**src/rtl/i2a_pkg.sv**
```systemverilog
// Shared types, mode codes and helpers for the integer to ASCII converter.
package i2a_pkg;

    localparam int ValueWidth  = 64;
    localparam int OpWidth     = 2;
    localparam int CharWidth   = 7;
    localparam int DecDigits   = 20;
    localparam int HexDigits   = ValueWidth / 4;
    localparam int BcdWidth    = DecDigits * 4;
    localparam int CountWidth  = $clog2(ValueWidth + 1);

    // Conversion modes
    typedef enum logic [OpWidth-1:0] {
        OP_UDEC = 2'd0,
        OP_SDEC = 2'd1,
        OP_HEX  = 2'd2,
        OP_BIN  = 2'd3
    } op_t;

    localparam logic [CharWidth-1:0] CharZero  = 7'h30;
    localparam logic [CharWidth-1:0] CharA     = 7'h41;
    localparam logic [CharWidth-1:0] CharMinus = 7'h2D;

    // ASCII for one digit, 0-9 then A-F
    function automatic logic [CharWidth-1:0] digit_char(input logic [3:0] d);
        logic [CharWidth-1:0] c;
        if (d < 4'd10)
        begin
            c = CharZero + {3'b000, d};
        end
        else
        begin
            c = CharA + {3'b000, d - 4'd10};
        end
        return c;
    endfunction

endpackage

```
**src/rtl/i2a_if.sv**
```systemverilog
// Valid/ready channel interfaces for numbers in and characters out.
interface i2a_num_if
    import i2a_pkg::*;
();
    logic                  valid;
    logic                  ready;
    logic [ValueWidth-1:0] value;
    logic [OpWidth-1:0]    operation;

    modport source (output valid, output value, output operation, input ready);
    modport sink   (input valid, input value, input operation, output ready);
endinterface

interface i2a_char_if
    import i2a_pkg::*;
();
    logic                 valid;
    logic                 ready;
    logic [CharWidth-1:0] ascii_char;
    logic                 last;

    modport source (output valid, output ascii_char, output last, input ready);
    modport sink   (input valid, input ascii_char, input last, output ready);
endinterface

```
**src/rtl/integer_to_ascii_digits.sv**
```systemverilog
// Top level: 64-bit integer to ASCII decimal, hex or binary character stream.
//
// Usage: one word on the number channel (value, operation) yields a burst of
// words on the chars channel, most significant character first, with last
// set on the final one. The number channel is ready only between numbers.
// Decimal modes run a bit-serial double-dabble pass over all 64 bits into a
// 20-digit BCD register, then drop leading zero digits one per cycle, then
// send one character per cycle while the receiver is ready; a negative
// signed number sends '-' first. Hex skips the conversion pass, binary also
// skips the zero drop.
// The result sits in an output register, so a new number is taken as soon
// as the last character has been loaded there, even while it still waits.
// A stalled receiver freezes the character sequencer; nothing is dropped.
// Reset (rst_n, asynchronous) returns to idle and empties the output.
module integer_to_ascii_digits
    import i2a_pkg::*;
(
    input  logic        clk,
    input  logic        rst_n,
    i2a_num_if.sink     number,
    i2a_char_if.source  chars
);

    typedef enum logic [3:0] {
        ST_IDLE = 4'b0001,
        ST_CONV = 4'b0010,
        ST_SKIP = 4'b0100,
        ST_EMIT = 4'b1000
    } state_t;

    state_t                state_reg, state_next;
    op_t                   op_reg, op_next;
    logic                  neg_reg, neg_next;
    logic [CountWidth-1:0] cnt_reg, cnt_next;
    logic [ValueWidth-1:0] bin_reg, bin_next;
    logic [BcdWidth-1:0]   bcd_reg, bcd_next;
    logic                  out_valid_reg, out_valid_next;
    logic [CharWidth-1:0]  char_reg, char_next;
    logic                  last_reg, last_next;

    logic                  accept;
    logic                  slot_free;
    logic [31:0]           low_word;
    logic [31:0]           mag_word;
    logic [BcdWidth-1:0]   bcd_adj;

    assign number.ready     = (state_reg == ST_IDLE);
    assign accept           = number.valid && number.ready;
    assign slot_free        = !out_valid_reg || chars.ready;
    assign chars.valid      = out_valid_reg;
    assign chars.ascii_char = char_reg;
    assign chars.last       = last_reg;

    // Magnitude of the signed low word
    assign low_word = number.value[31:0];
    assign mag_word = low_word[31] ? (~low_word + 32'd1) : low_word;

    // Double-dabble correction: add three to every BCD digit above four
    always_comb
    begin
        for (int i = 0; i < DecDigits; i++)
        begin
            bcd_adj[i*4 +: 4] = (bcd_reg[i*4 +: 4] > 4'd4) ?
                                (bcd_reg[i*4 +: 4] + 4'd3) : bcd_reg[i*4 +: 4];
        end
    end

    // Sequencer
    always_comb
    begin
        state_next     = state_reg;
        op_next        = op_reg;
        neg_next       = neg_reg;
        cnt_next       = cnt_reg;
        bin_next       = bin_reg;
        bcd_next       = bcd_reg;
        out_valid_next = out_valid_reg && !chars.ready;
        char_next      = char_reg;
        last_next      = last_reg;

        unique case (state_reg)
            ST_IDLE:
            begin
                if (accept)
                begin
                    op_next  = op_t'(number.operation);
                    neg_next = 1'b0;
                    bcd_next = '0;
                    bin_next = number.value;
                    cnt_next = CountWidth'(ValueWidth);
                    unique case (op_t'(number.operation))
                        OP_UDEC:
                        begin
                            state_next = ST_CONV;
                        end
                        OP_SDEC:
                        begin
                            bin_next   = {32'd0, mag_word};
                            neg_next   = low_word[31];
                            state_next = ST_CONV;
                        end
                        OP_HEX:
                        begin
                            bcd_next   = {number.value, {(BcdWidth-ValueWidth){1'b0}}};
                            cnt_next   = CountWidth'(HexDigits);
                            state_next = ST_SKIP;
                        end
                        OP_BIN:
                        begin
                            state_next = ST_EMIT;
                        end
                        default:
                        begin
                            state_next = ST_IDLE;
                        end
                    endcase
                end
            end
            ST_CONV:
            begin
                // one binary bit into the BCD register per cycle
                bcd_next = {bcd_adj[BcdWidth-2:0], bin_reg[ValueWidth-1]};
                bin_next = {bin_reg[ValueWidth-2:0], 1'b0};
                cnt_next = cnt_reg - 1'b1;
                if (cnt_reg == CountWidth'(1))
                begin
                    cnt_next   = CountWidth'(DecDigits);
                    state_next = ST_SKIP;
                end
            end
            ST_SKIP:
            begin
                // drop one leading zero digit per cycle, keep at least one
                if (bcd_reg[BcdWidth-1 -: 4] == 4'd0 && cnt_reg != CountWidth'(1))
                begin
                    bcd_next = {bcd_reg[BcdWidth-5:0], 4'd0};
                    cnt_next = cnt_reg - 1'b1;
                end
                else
                begin
                    state_next = ST_EMIT;
                end
            end
            ST_EMIT:
            begin
                if (slot_free)
                begin
                    out_valid_next = 1'b1;
                    if (neg_reg)
                    begin
                        char_next = CharMinus;
                        last_next = 1'b0;
                        neg_next  = 1'b0;
                    end
                    else
                    begin
                        if (op_reg == OP_BIN)
                        begin
                            char_next = CharZero + {6'd0, bin_reg[ValueWidth-1]};
                            bin_next  = {bin_reg[ValueWidth-2:0], 1'b0};
                        end
                        else
                        begin
                            char_next = digit_char(bcd_reg[BcdWidth-1 -: 4]);
                            bcd_next  = {bcd_reg[BcdWidth-5:0], 4'd0};
                        end
                        last_next = (cnt_reg == CountWidth'(1));
                        cnt_next  = cnt_reg - 1'b1;
                        if (cnt_reg == CountWidth'(1))
                        begin
                            state_next = ST_IDLE;
                        end
                    end
                end
            end
            default:
            begin
                state_next = ST_IDLE;
            end
        endcase
    end

    // Control registers
    always_ff @(posedge clk or negedge rst_n)
    begin
        if (!rst_n)
        begin
            state_reg     <= ST_IDLE;
            out_valid_reg <= 1'b0;
            neg_reg       <= 1'b0;
            cnt_reg       <= '0;
            op_reg        <= OP_UDEC;
        end
        else
        begin
            state_reg     <= state_next;
            out_valid_reg <= out_valid_next;
            neg_reg       <= neg_next;
            cnt_reg       <= cnt_next;
            op_reg        <= op_next;
        end
    end

    // Datapath registers
    always_ff @(posedge clk)
    begin
        bin_reg  <= bin_next;
        bcd_reg  <= bcd_next;
        char_reg <= char_next;
        last_reg <= last_next;
    end

`ifndef ASSERT_OFF
    a_accept_leaves_idle: assert property (@(posedge clk) disable iff (!rst_n)
        accept |=> (state_reg != ST_IDLE))
        else $error("number accepted but sequencer stayed idle");

    a_conv_decimal_only: assert property (@(posedge clk) disable iff (!rst_n)
        (state_reg == ST_CONV) |-> (op_reg == OP_UDEC || op_reg == OP_SDEC))
        else $error("BCD conversion running in a non-decimal mode");

    a_minus_signed_only: assert property (@(posedge clk) disable iff (!rst_n)
        neg_reg |-> (op_reg == OP_SDEC))
        else $error("minus sign pending outside signed mode");

    a_count_nonzero: assert property (@(posedge clk) disable iff (!rst_n)
        (state_reg == ST_SKIP || state_reg == ST_EMIT) |-> (cnt_reg != '0))
        else $error("digit count ran out before the last character");

    a_last_ends_burst: assert property (@(posedge clk) disable iff (!rst_n)
        (state_reg == ST_EMIT && slot_free && !neg_reg && cnt_reg == CountWidth'(1))
        |=> (state_reg == ST_IDLE && out_valid_reg && last_reg))
        else $error("final character not marked last");
`endif

endmodule

```
**src/flat_wrapper.sv**
```systemverilog
// flat-port wrapper written by rule: the top's interface ports become plain ports
module integer_to_ascii_digits_flat import i2a_pkg::*;
  (clk, rst_n, number_valid, number_value, number_operation, number_ready, chars_valid, chars_ascii_char, chars_last, chars_ready);
  i2a_num_if number_i ();
  i2a_char_if chars_i ();
  input  logic clk;
  input  logic rst_n;
  input wire logic [$bits(number_i.valid)-1:0] number_valid;
  input wire logic [$bits(number_i.value)-1:0] number_value;
  input wire logic [$bits(number_i.operation)-1:0] number_operation;
  output wire logic [$bits(number_i.ready)-1:0] number_ready;
  output wire logic [$bits(chars_i.valid)-1:0] chars_valid;
  output wire logic [$bits(chars_i.ascii_char)-1:0] chars_ascii_char;
  output wire logic [$bits(chars_i.last)-1:0] chars_last;
  input wire logic [$bits(chars_i.ready)-1:0] chars_ready;
  assign number_i.valid = number_valid;
  assign number_i.value = number_value;
  assign number_i.operation = number_operation;
  assign number_ready = number_i.ready;
  assign chars_valid = chars_i.valid;
  assign chars_ascii_char = chars_i.ascii_char;
  assign chars_last = chars_i.last;
  assign chars_i.ready = chars_ready;
  integer_to_ascii_digits u_core (.clk(clk), .rst_n(rst_n), .number(number_i), .chars(chars_i));
endmodule
```
**config.mk**
```make
export PLATFORM = sky130hd
export DESIGN_NAME = integer_to_ascii_digits_flat
export DESIGN_NICKNAME = d
export VERILOG_FILES = /design/src/rtl/i2a_pkg.sv /design/src/rtl/i2a_if.sv /design/src/rtl/integer_to_ascii_digits.sv /design/src/flat_wrapper.sv
export SDC_FILE = /design/constraint.sdc
export NUM_CORES = 1
export LEC_CHECK = 0
export BUFFER_PORTS_ARGS = -buffer_cell sky130_fd_sc_hd__buf_2
export CAP_MARGIN = 20
export CORE_MARGIN = 10
export CORE_UTILIZATION = 29
export CTS_BUF_LIST = sky130_fd_sc_hd__clkbuf_4
export DETAILED_ROUTE_END_ITERATION = 12
export PLACE_DENSITY = 0.44
export SYNTH_ARGS = -nofsm -noshare
export SYNTH_HDL_FRONTEND = slang
export SYNTH_SLANG_ARGS = --single-unit
```
**constraint.sdc**
```tcl
create_clock -name clk -period 7.85 [get_ports clk]
set_clock_uncertainty 0.1 [all_clocks]
set_input_delay 0.785 -clock clk [delete_from_list [all_inputs] [get_ports clk]]
set_output_delay 0.785 -clock clk [all_outputs]
set_load 0.1 [all_outputs]
```
==> metrics.txt, run 1 <==
status completed; setup ws final ~3.9 ns; total wire length 26.7 mm; clock sinks 167; Initial Utilization 29.4%; initial antenna violation count 2; routed via count 7819; GR Util met1 16.7%; #FFs+latches synth ~170; Clock Path Buffers 2; Leakage 0.00403 uW; cell area power density between 400 and 500 nW/um^2; register area 4940 sq um; Syn Area/Cell 9.41 sq um; post-CTS resize count 0; Die Ht 204 um; GR Util met3 2.76%; final slew viol count 0; Hold Path Class primary input to flip-flop; ys async rst share 8.98%; Die W 204 um; Slew @ Worst Pin 1.04 ns; CP delay by family, top compound AO/OA/AOI/OAI gates; CP max stage delay 0.76 ns; Synth cell types between 50 and 60; fillers 3538; CTS root buf clkbuf_4; Place WS 3.94 ns; global route hottest layer met2; nets@finish 1196; most common cell after layout, fill and taps aside nand2_1; top_reg_cell synth edfxtp_1; die footprint 41600 sq um; H-tree depth 4; Max-slew headroom 30.4%; Slowest-stage cell, CP a21oi_4; multi-input logic area 4410 sq um; largest net degree at the start of global routing 65; Critical Path AT around 4.1 ns; Worst-Skew Late Latency 0.61 ns; DP HPWL around 18 mm; max FFs per register 80; Max-Cap Viols 0; GRT overflow 0; first drt pass iteration count 5; Post-Syn Area around 9800 sq um; CP Launch Type flip-flop; Post-synth EDFFs between 150 and 200; CTS Buf Count 17; Ports 80; fin crit share between 40% and 50%; Mapped Cells between 1000 and 1500; Synth-to-Final Area Change 11.9%; met2 GRT Util a little over a fifth; worst vdd ir between 0.2 and 0.3 mV; critical path required time 7.98 ns; vias in the first global route 7771; Detailed Route Iter0 Violations 590; row count 67; Buffers & Inverters on Critical Path 2; Post-DRT Antenna Nets 0; Finish-stage setup viols 0; RSZ-0062 raised after global routing false; Total Routing Usage GR 12.8%; Hold Violations, Final 0; share of cells above drive strength 1 13.5%; IO Port Bufs 79; Setup crit end kind flip-flop; fmax 255 MHz; vias per cell between 5 and 6; Post-route DRC 0; TritonCTS clock tree done; Worst-path clk slew approximately 0.16 ns; critical path type flip-flop to flip-flop; first-pass GRT wire length roughly 42 mm; RD Place Congestion around 0.78; Setup TNS 0 ns; core area 33400 sq um; post-synthesis net count 1139; worst-path fanout max 55; most frequent cells in the layout nand2_1, edfxtp_1, a21oi_1; WL/cell 17.1 um; Yosys warning total 0; minimum clock period approximately 3.9 ns; sequential-to-total area share from yosys stat roughly half; worst-path cell chain or4b_1 -> inv_1 -> a21oi_1 -> a211o_1 -> a21oi_4 -> buf_4
==> kinds of logic after synthesis <==
logic type | share of synthesized area (%)
and+or+nand+nor | 18.0
AOI/OAI and AO/OA | 18.1
DFF | 50.3
buffers and inverters | 5.12
xor gates and xnor gates | 4.73
adders and majority gates | 3.31
muxes | 0.344
==> through the flow <==
stage / area (sq um) / util (%) / instances / hold slack, ns / power (uW)
global placement: 10600 / 31.8 / 1527 / 0.388 / 4340
floorplan: 9820 / - / 1043 / 0.378 / 3790
CTS: 11000 / 32.8 / 1559 / 0.222 / 4940
finish: 11000 / 32.8 / 1561 / 0.296 / 4870
global route: 11000 / 32.8 / 1561 / 0.241 / 5300
detailed placement: 10600 / 31.8 / 1527 / 0.395 / 4360
==> routing by layer <==
layer / share of wire (%) / vias up
li1: - / 3887
met1: 47 / 3795
met2: 47 / 114
met3: 3.9 / 23
met4: 1.5 / 0
met5: 0 / -
==> final timing paths <==
kind | start | endpoint | slack (ns) | cells past startpoint
setup / recovery | u_core.state_reg[0]$_DFFE_PN1P_ | u_core.bcd_reg[22]$_DFFE_PP_ | 3.93 | 6
hold / removal | number_valid | u_core.state_reg[0]$_DFFE_PN1P_ | 0.30 | 2
setup reg to reg | u_core.state_reg[0]$_DFFE_PN1P_ | u_core.bcd_reg[22]$_DFFE_PP_ | 3.93 | 6
hold reg to reg | u_core.bin_reg[50]$_DFFE_PP_ | u_core.bin_reg[51]$_DFFE_PP_ | 0.42 | 2
max in group asynchronous | rst_n | u_core.state_reg[0]$_DFFE_PN1P_ | 6.84 | 2
min in group asynchronous | rst_n | u_core.cnt_reg[2]$_DFFE_PN0P_ | 0.50 | 2
==> cell type report <==
cell class                 instances  area share, %
tap                              448           5.10
multi-input combinational        752           40.2
antenna                            1         0.0228
clock buffer                      19           1.30
timing repair buffer              90           4.56
inverter                          72           2.46
clock inverter                    12           1.41
sequential                       167           45.0
==> power by group <==
group	switching (uW)	internal (uW)	total, uW
clock network	330	226	556
registers	325	1740	2060
logic	1520	730	2250
==> worst reg2reg max path: cells and delay by family, from the launching register on <==
family,cells,cell delay [ns]
AO/OA/AOI/OAI,3,1.27
buffers and inverters,2,0.93
flip-flops,1,0.69
AND/OR/NAND/NOR,1,0.51
==> what timing repair did <==
action,in CTS,in global routing
hold endpoints to repair,14,0
buffers inserted,0,0
hold buffers,1,0
==> Yosys cell counts, types with 5 or more instances <==
master / instances / area, sq um
nand2_1: 200 / 751
edfxtp_1: 152 / 4560
a21oi_1: 104 / 521
inv_1: 72 / 270
nor2_1: 66 / 248
o21ai_0: 58 / 290
clkbuf_1: 37 / 139
nand3_1: 35 / 175
o221ai_1: 32 / 280
xor2_1: 27 / 236
ha_1: 26 / 325
xnor2_1: 26 / 228
nor3_1: 23 / 115
o211ai_1: 18 / 135
a221o_1: 16 / 160
dfrtp_1: 14 / 350
nand2b_1: 11 / 68.8
nor4_1: 9 / 56.3
o22ai_1: 8 / 50.1
o31ai_1: 8 / 60.1
or2_2: 8 / 50.1
buf_1: 6 / 22.5
nor2b_1: 6 / 37.5
or3_1: 6 / 37.5
buf_2: 5 / 25.0
Power figures use the tool's default switching activity.
==> run 2, diff against run 1 <==
==> constraint.sdc (replaced) <==
create_clock -name clk -period 3.85 [get_ports clk]
set_clock_uncertainty 0.1 [all_clocks]
set_input_delay 0.385 -clock clk [delete_from_list [all_inputs] [get_ports clk]]
set_output_delay 0.385 -clock clk [all_outputs]
set_load 0.1 [all_outputs]
==> run 2 against run 1 <==
Compared with the run above:
- non-clock buffer count increased by 56
- register-to-register slack worse by 3.1 ns
- wire length is 0.34% higher
- final area rose by 4.7%
- maximum frequency up 32%
- sequential share of layout area decreased by 2.0 points
- die area unchanged
- critical path depth is the same
- hold slack worse by 0.24 ns
==> metrics.txt, run 2 (synthesized netlist as in run 1, its figures left out) <==
status completed; Worst-Skew Late Latency 0.62 ns (about the same); worst-path fanout max 80 (+45%); Clk pwr share 10.1% (-1.3 points); Initial Utilization 29.4% (unchanged); GR Util met1 17.7% (+0.98 points); most common cell after layout, fill and taps aside nand2_1; Slew @ Worst Pin 0.767 ns (-0.276 ns); Die W 204 um (unchanged); Final Core Density 34.4% (+1.6 points); post-CTS resize count 0 (unchanged); final slew viol count 0 (unchanged); Detailed Route Iter0 Violations 447 (-24%); minimum clock period 2.97 ns (-0.947 ns); Pint 5460 uW (+100%); WL/cell 16.6 um (-3.2%); Buffers & Inverters on Critical Path 2 (unchanged); cell area power density 863 nW/um^2 (+95%); core area 33400 sq um (unchanged); Place WS 0.943 ns (-3.00 ns); first-pass GRT wire length 44.0 mm (+3.7%); fmax 337 MHz (+32%); Finish-stage setup viols 0 (unchanged); CP Launch Point u_core.state_reg[0]$_DFFE_PN1P_; Setup crit end kind flip-flop; GR Util met3 2.50% (-0.25 points); Post-DRT Antenna Nets 0 (unchanged); critical path required time 4.00 ns (-3.98 ns); TritonCTS clock tree done; share of cells above drive strength 1 13.5% (+0.027 points); total wire length 26.8 mm (+0.34%); Net Sw Frac 45.0% (+0.31 points); Post-CTS Hold Buffers 52 (+51); critical path type flip-flop to flip-flop; vias per cell 4.93 (-1.6%); Clock Path Buffers 2 (unchanged); Comb pwr share 47.7% (+1.5 points); CP Launch Type flip-flop; global route hottest layer met2; worst-path cell chain or4b_4 -> clkinvlp_4 -> a21oi_1 -> a211o_1 -> a21oi_4 -> buf_12; CP max stage delay 0.68 ns (-0.08 ns); Critical R2R Launch u_core.state_reg[0]$_DFFE_PN1P_; CTS Buf Count 17 (unchanged); HP Start number_value[1]; RD Place Congestion 0.772 (-1.0%); worst vdd ir 0.635 mV (+150%); first drt pass iteration count 4 (-1); row count 67 (unchanged); final std cells w/o fill 1618 (+3.7%); Max-Cap Viols 0 (unchanged); H-tree depth 4 (unchanged); most frequent cells in the layout nand2_1, edfxtp_1, a21oi_1; routed via count 7977 (+2.0%); CP delay by family, top compound AO/OA/AOI/OAI gates; Post-route DRC 0 (unchanged); setup ws final 0.880 ns (-3.05 ns); sw power 4470 uW (+110%); postcts setup bufs 0 (unchanged); Critical Path AT 3.12 ns (-0.93 ns); Die Ht 204 um (unchanged); die footprint 41600 sq um (unchanged); Worst-path clk slew 0.17 ns (about the same); initial antenna violation count 1 (-1); largest net degree at the start of global routing 81 (+25%); fin crit share 77.1% (+27 points); Total Routing Usage GR 13.2% (+0.38 points); placed cell count 1533 (+0.39%); GRT overflow 0 (unchanged); clock sinks 167 (unchanged); Hold Path Class primary input to flip-flop; IO Port Bufs 79 (unchanged); Slowest-stage cell, CP dfstp_2; Hold Violations, Final 0 (unchanged); RSZ-0062 raised after global routing false; sequential share of power 42.2% (-0.2 points); Setup TNS 0 ns (unchanged); met2 GRT Util 20.8% (+0.024 points); Synth-to-Final Area Change 17.2%; nets@finish 1252 (+4.7%); max FFs per register 80 (unchanged); Ports 80 (unchanged); DP HPWL 18.2 mm (+3.3%); vias in the first global route 8144 (+4.8%); Max-slew headroom 48.7% (+18 points); CTS root buf clkbuf_4; Leakage 0.00424 uW (+5.1%)
[run 2: path summary, 6_finish.rpt]
path / end / slack (ns) / cells after the start
worst min-delay path: u_core.bcd_reg[17]$_DFFE_PP_ / 0.06 / 3
worst max register to register: u_core.bcd_reg[42]$_DFFE_PP_ / 0.88 / 6
worst max-delay path: u_core.bcd_reg[42]$_DFFE_PP_ / 0.88 / 6
worst min register to register: u_core.bin_reg[11]$_DFFE_PP_ / 0.41 / 2
min in group asynchronous: u_core.state_reg[2]$_DFFE_PN0P_ / 0.12 / 2
max in group asynchronous: u_core.state_reg[0]$_DFFE_PN1P_ / 3.21 / 2
[run 2: metal layers]
metal	routed length, um	up-vias
met2	12200	113
met4	533	0
met1	13200	3818
li1	-	4015
met3	792	31
met5	0	-
[run 2: worst min-delay path, stage by stage]
cell and delay (ns):
buf_2 0.13, nand2_1 0.09, o221ai_1 0.07
[run 2: power by group through the flow]
stage	logic (uW)	registers (uW)	clock network, uW
2_1_floorplan	3510	4120	0
3_3_place_gp	4750	4220	0
3_5_place_dp	4750	4230	0
4_1_cts	4820	4190	1070
5_1_grt	5410	4330	1110
6_report	4740	4190	1000
[run 2: layout make-up]
cell class | count | area (sq um)
antenna | 1 | 2.50
clock buffer | 19 | 143
clock inverter | 13 | 110
fill | 3467 | 21900
inverter | 72 | 274
multi-input combinational | 752 | 4420
sequential | 167 | 4940
tap | 448 | 561
timing repair buffer | 146 | 1050
[run 2: per-stage QoR]
stage / total power, uW / area [sq um] / hold slack, ns
after floorplan: 7620 / 9850 / -0.0106
after global placement: 8980 / 10700 / 0.236
after detailed placement: 8980 / 10700 / 0.235
after CTS: 10100 / 11500 / 0.00305
after global routing: 10900 / 11500 / 0.0306
final: 9930 / 11500 / 0.0597
==> run 3, diff against run 2 <==
--- a/config.mk
+++ b/config.mk
@@ -5,13 +5,14 @@
 export SDC_FILE = /design/constraint.sdc
 export NUM_CORES = 1
 export LEC_CHECK = 0
+export ABC_AREA = 1
 export BUFFER_PORTS_ARGS = -buffer_cell sky130_fd_sc_hd__buf_2
 export CAP_MARGIN = 20
 export CORE_MARGIN = 10
 export CORE_UTILIZATION = 29
 export CTS_BUF_LIST = sky130_fd_sc_hd__clkbuf_4
 export DETAILED_ROUTE_END_ITERATION = 12
-export PLACE_DENSITY = 0.44
+export PLACE_DENSITY = 0.43
 export SYNTH_ARGS = -nofsm -noshare
 export SYNTH_HDL_FRONTEND = slang
 export SYNTH_SLANG_ARGS = --single-unit
==> constraint.sdc (replaced) <==
create_clock -name clk -period 3 [get_ports clk]
set_clock_uncertainty 0.1 [all_clocks]
set_input_delay 0.3 -clock clk [delete_from_list [all_inputs] [get_ports clk]]
set_output_delay 0.3 -clock clk [all_outputs]
set_load 0.1 [all_outputs]
==> run 3 against run 2 <==
Compared with the run above:
- flip-flop and latch count stayed put
- sequential power increased by 21%
- largest power group unchanged
- synthesized cell count up 15%
- critical path type unchanged
- final cell count grew 12%
- clock-buffer cell count down 2
- combinational power up 29%
==> metrics.txt, run 3 <==
most frequent cell on the critical path nand2_4; critical path type flip-flop to flip-flop; DP HPWL 22.0 mm (+21%); Die Ht 210 um (+3.1%); Hold Path Class primary input to flip-flop; Total Routing Usage GR 14.1% (+0.93 points); critical path required time 3.16 ns (-0.84 ns); Finish-stage setup viols 0 (unchanged); Worst-path clk slew 0.16 ns (about the same); worst vdd ir 0.652 mV (+2.6%); Detailed Route Iter0 Violations 580 (+30%); CP max stage delay 0.42 ns (-0.26 ns); Reg2Reg Setup Slack 0.62 ns (-0.26 ns); clock sinks 167 (unchanged); first-pass GRT wire length 49.1 mm (+12%); Net Sw Frac 46.3% (+1.3 points); Comb pwr share 48.5% (+0.8 points); Initial Utilization 29.5% (+0.13 points); total wire length 31.2 mm (+16%); worst-path cell chain inv_1 -> nor2_1 -> nand2_4 -> nand2_4 -> inv_2 -> nand2_1 -> nand3_1 -> nor2_4 -> buf_12; TritonCTS clock tree done; post-synthesis net count 1294 (+14%); GRT overflow 0 (unchanged); sequential share of power 40.3% (-1.9 points); core area 35700 sq um (+6.6%); Leakage 0.00508 uW (+20%); Setup TNS 0 ns (unchanged); first drt pass iteration count 5 (+1); initial antenna violation count 2 (+1); routed via count 8857 (+11%); met3 wire length 1.14 mm (+44%); most common cell after layout, fill and taps aside nand2_1; Final Cell Area 12400 sq um (+7.6%); wl on met1 14.7 mm (+11%); status completed; max FFs per register 80 (unchanged); Hold Violations, Final 0 (unchanged); FF-to-FF path depth 9 (+3); row count 69 (+3.0%); die footprint 44300 sq um (+6.4%); ys async rst share 8.98% (unchanged); CTS Buf Count 17 (unchanged); biggest area consumer among synthesized cells edfxtp_1; placed cell area 11500 sq um (+6.8%); Buffers & Inverters on Critical Path 3 (+1); sequential-to-total area share from yosys stat 47.0% (-3.3 points); Critical Path AT 2.54 ns (-0.58 ns); cell area power density 1020 nW/um^2 (+18%); Pint 6760 uW (+24%); DR top layer met4; minimum clock period 2.38 ns (-0.591 ns); CTS root buf clkbuf_4; final slew viol count 0 (unchanged); Mapped Cells 1198 (+15%); share of cells above drive strength 1 16.1% (+2.6 points); Syn Area/Cell 8.78 sq um (-6.8%); synth cell count leaders nand2_1, inv_1, edfxtp_1; Die W 210 um (+3.1%); Slew @ Worst Pin 0.775 ns (+0.00728 ns); placed cell count 1714 (+12%); largest net degree at the start of global routing 81 (unchanged); Post-synth EDFFs 152 (unchanged); CP Launch Type flip-flop; Post-DRT Antenna Nets 0 (unchanged); Yosys warning total 0 (unchanged); Post-Syn Area 10500 sq um (+7.1%); Worst R2R End u_core.bcd_reg[1]$_DFFE_PP_; top cell type's share of synthesized area 43.4% (-3.1 points); nets@finish 1431 (+14%); crit path to u_core.bcd_reg[1]$_DFFE_PP_; top_reg_cell synth edfxtp_1; Max-Cap Viols 0 (unchanged); CP delay by family, top simple AND/OR/NAND/NOR gates; Critical R2R Launch u_core.state_reg[3]$_DFFE_PN0P_; Slowest-stage cell, CP dfrtp_1; vias per cell 4.89 (-0.86%); #FFs+latches synth 167 (unchanged); fmax 420 MHz (+25%); CP Launch Point u_core.state_reg[3]$_DFFE_PN0P_; worst-path fanout max 68 (-15%); Synth cell types 39 (-33%); final std cells w/o fill 1812 (+12%); Clock Path Buffers 2 (unchanged); H-tree depth 4 (unchanged); RD Place Congestion 0.817 (+5.8%); most frequent cell after synthesis nand2_1; Synth-to-Final Area Change 17.8%; CP Depth 9 (+3); RSZ-0062 raised after global routing false; most frequent cells in the layout nand2_1, inv_1, edfxtp_1; met2 WL 14.8 mm (+21%); IO Port Bufs 79 (unchanged); Ports 80 (unchanged); Clk pwr share 11.2% (+1.1 points); WL/cell 17.2 um (+3.8%); Setup crit end kind flip-flop; top cells by area, synth edfxtp_1, nand2_1, o221ai_2, nand3_1, inv_1; vias in the first global route 8688 (+6.7%); sw power 5830 uW (+30%); Max-slew headroom 48.3% (-0.44 points); fillers 3687 (+6.3%); Post-route DRC 0 (unchanged); fin crit share 79.3% (+2.1 points); Worst-Skew Late Latency 0.62 ns (about the same)
run 3: kinds of logic (layout without fill, tap and decap cells):
logic type / Yosys count / count (layout) / share of synthesized area (%)
AOI/OAI and AO/OA: 256 / 256 / 18.4
xor gates and xnor gates: 14 / 14 / 1.17
adders and majority gates: 26 / 26 / 3.09
buffers and inverters: 211 / 361 / 8.84
DFF: 167 / 167 / 47.0
other: 0 / 3 / 0
and+or+nand+nor: 524 / 524 / 21.5
run 3: worst register-to-register path: stages, from the launching register on:
cell and delay [ns]:
dfrtp_1 0.42, inv_1 0.09, nor2_1 0.17, nand2_4 0.13, nand2_4 0.28, inv_2 0.10
nand2_1 0.08, nand3_1 0.14, nor2_4 0.15, buf_12 0.35
run 3: what timing repair did:
item                                    CTS  global route
gates resized for setup                   0             0
endpoints found under the hold margin   116             0
hold buffers                             63             0
endpoints found under the setup margin    0             0
setup buffers                             0             0
run 3: how the worst min path moves through the flow:
stage / to / start / slack, ns / cells past startpoint
2_1_floorplan: u_core.cnt_reg[0]$_DFFE_PN0P_ / rst_n / -0.1 / 0
3_3_place_gp: u_core.cnt_reg[5]$_DFFE_PN0P_ / rst_n / 0.14 / 1
3_5_place_dp: u_core.cnt_reg[1]$_DFFE_PN0P_ / rst_n / 0.15 / 1
4_1_cts: u_core.bcd_reg[19]$_DFFE_PP_ / number_value[3] / 0.0008 / 3
5_1_grt: u_core.state_reg[0]$_DFFE_PN1P_ / rst_n / -0.004 / 2
6_report: u_core.bin_reg[0]$_SDFFCE_PP0P_ / number_value[0] / 0.05 / 3
run 3: area by class of cell:
cell class / instances / area, sq um / area share, %
inverter: 168 / 643 / 5.20
timing repair buffer: 161 / 1230 / 9.95
sequential: 167 / 4940 / 39.9
antenna: 3 / 7.51 / 0.0606
tap: 461 / 577 / 4.66
multi-input combinational: 820 / 4700 / 38.0
clock inverter: 15 / 149 / 1.20
clock buffer: 17 / 128 / 1.03
run 3: power groups by stage:
stage                     logic (uW)  registers (uW)  clock network (uW)
after CTS                       6190            5070                1480
after floorplan                 4350            5220                   0
after global placement          6070            5130                   0
after global routing            6910            5210                1570
final                           6100            5080                1410
after detailed placement        6110            5110                   0
run 3: per-layer routing:
metal / vias up / track usage [%]
met3: 26 / 2.51
met1: 4222 / 18.3
met5: - / 0
met2: 176 / 23.3
li1: 4433 / -
met4: 0 / 4.55
run 3: through the flow:
| step | setup slack [ns] | hold WS [ns] | power [uW] | util, % |
|---|---|---|---|---|
| 5_1_grt | 0.419 | -0.00398 | 13700 | 34.7 |
| 6_report | 0.621 | 0.0452 | 12600 | 34.7 |
| 3_3_place_gp | 0.638 | 0.142 | 11200 | 32.2 |
| 3_5_place_dp | 0.614 | 0.148 | 11200 | 32.2 |
| 4_1_cts | 0.571 | 0.000830 | 12700 | 34.7 |
| 2_1_floorplan | -0.151 | -0.0956 | 9570 | - |
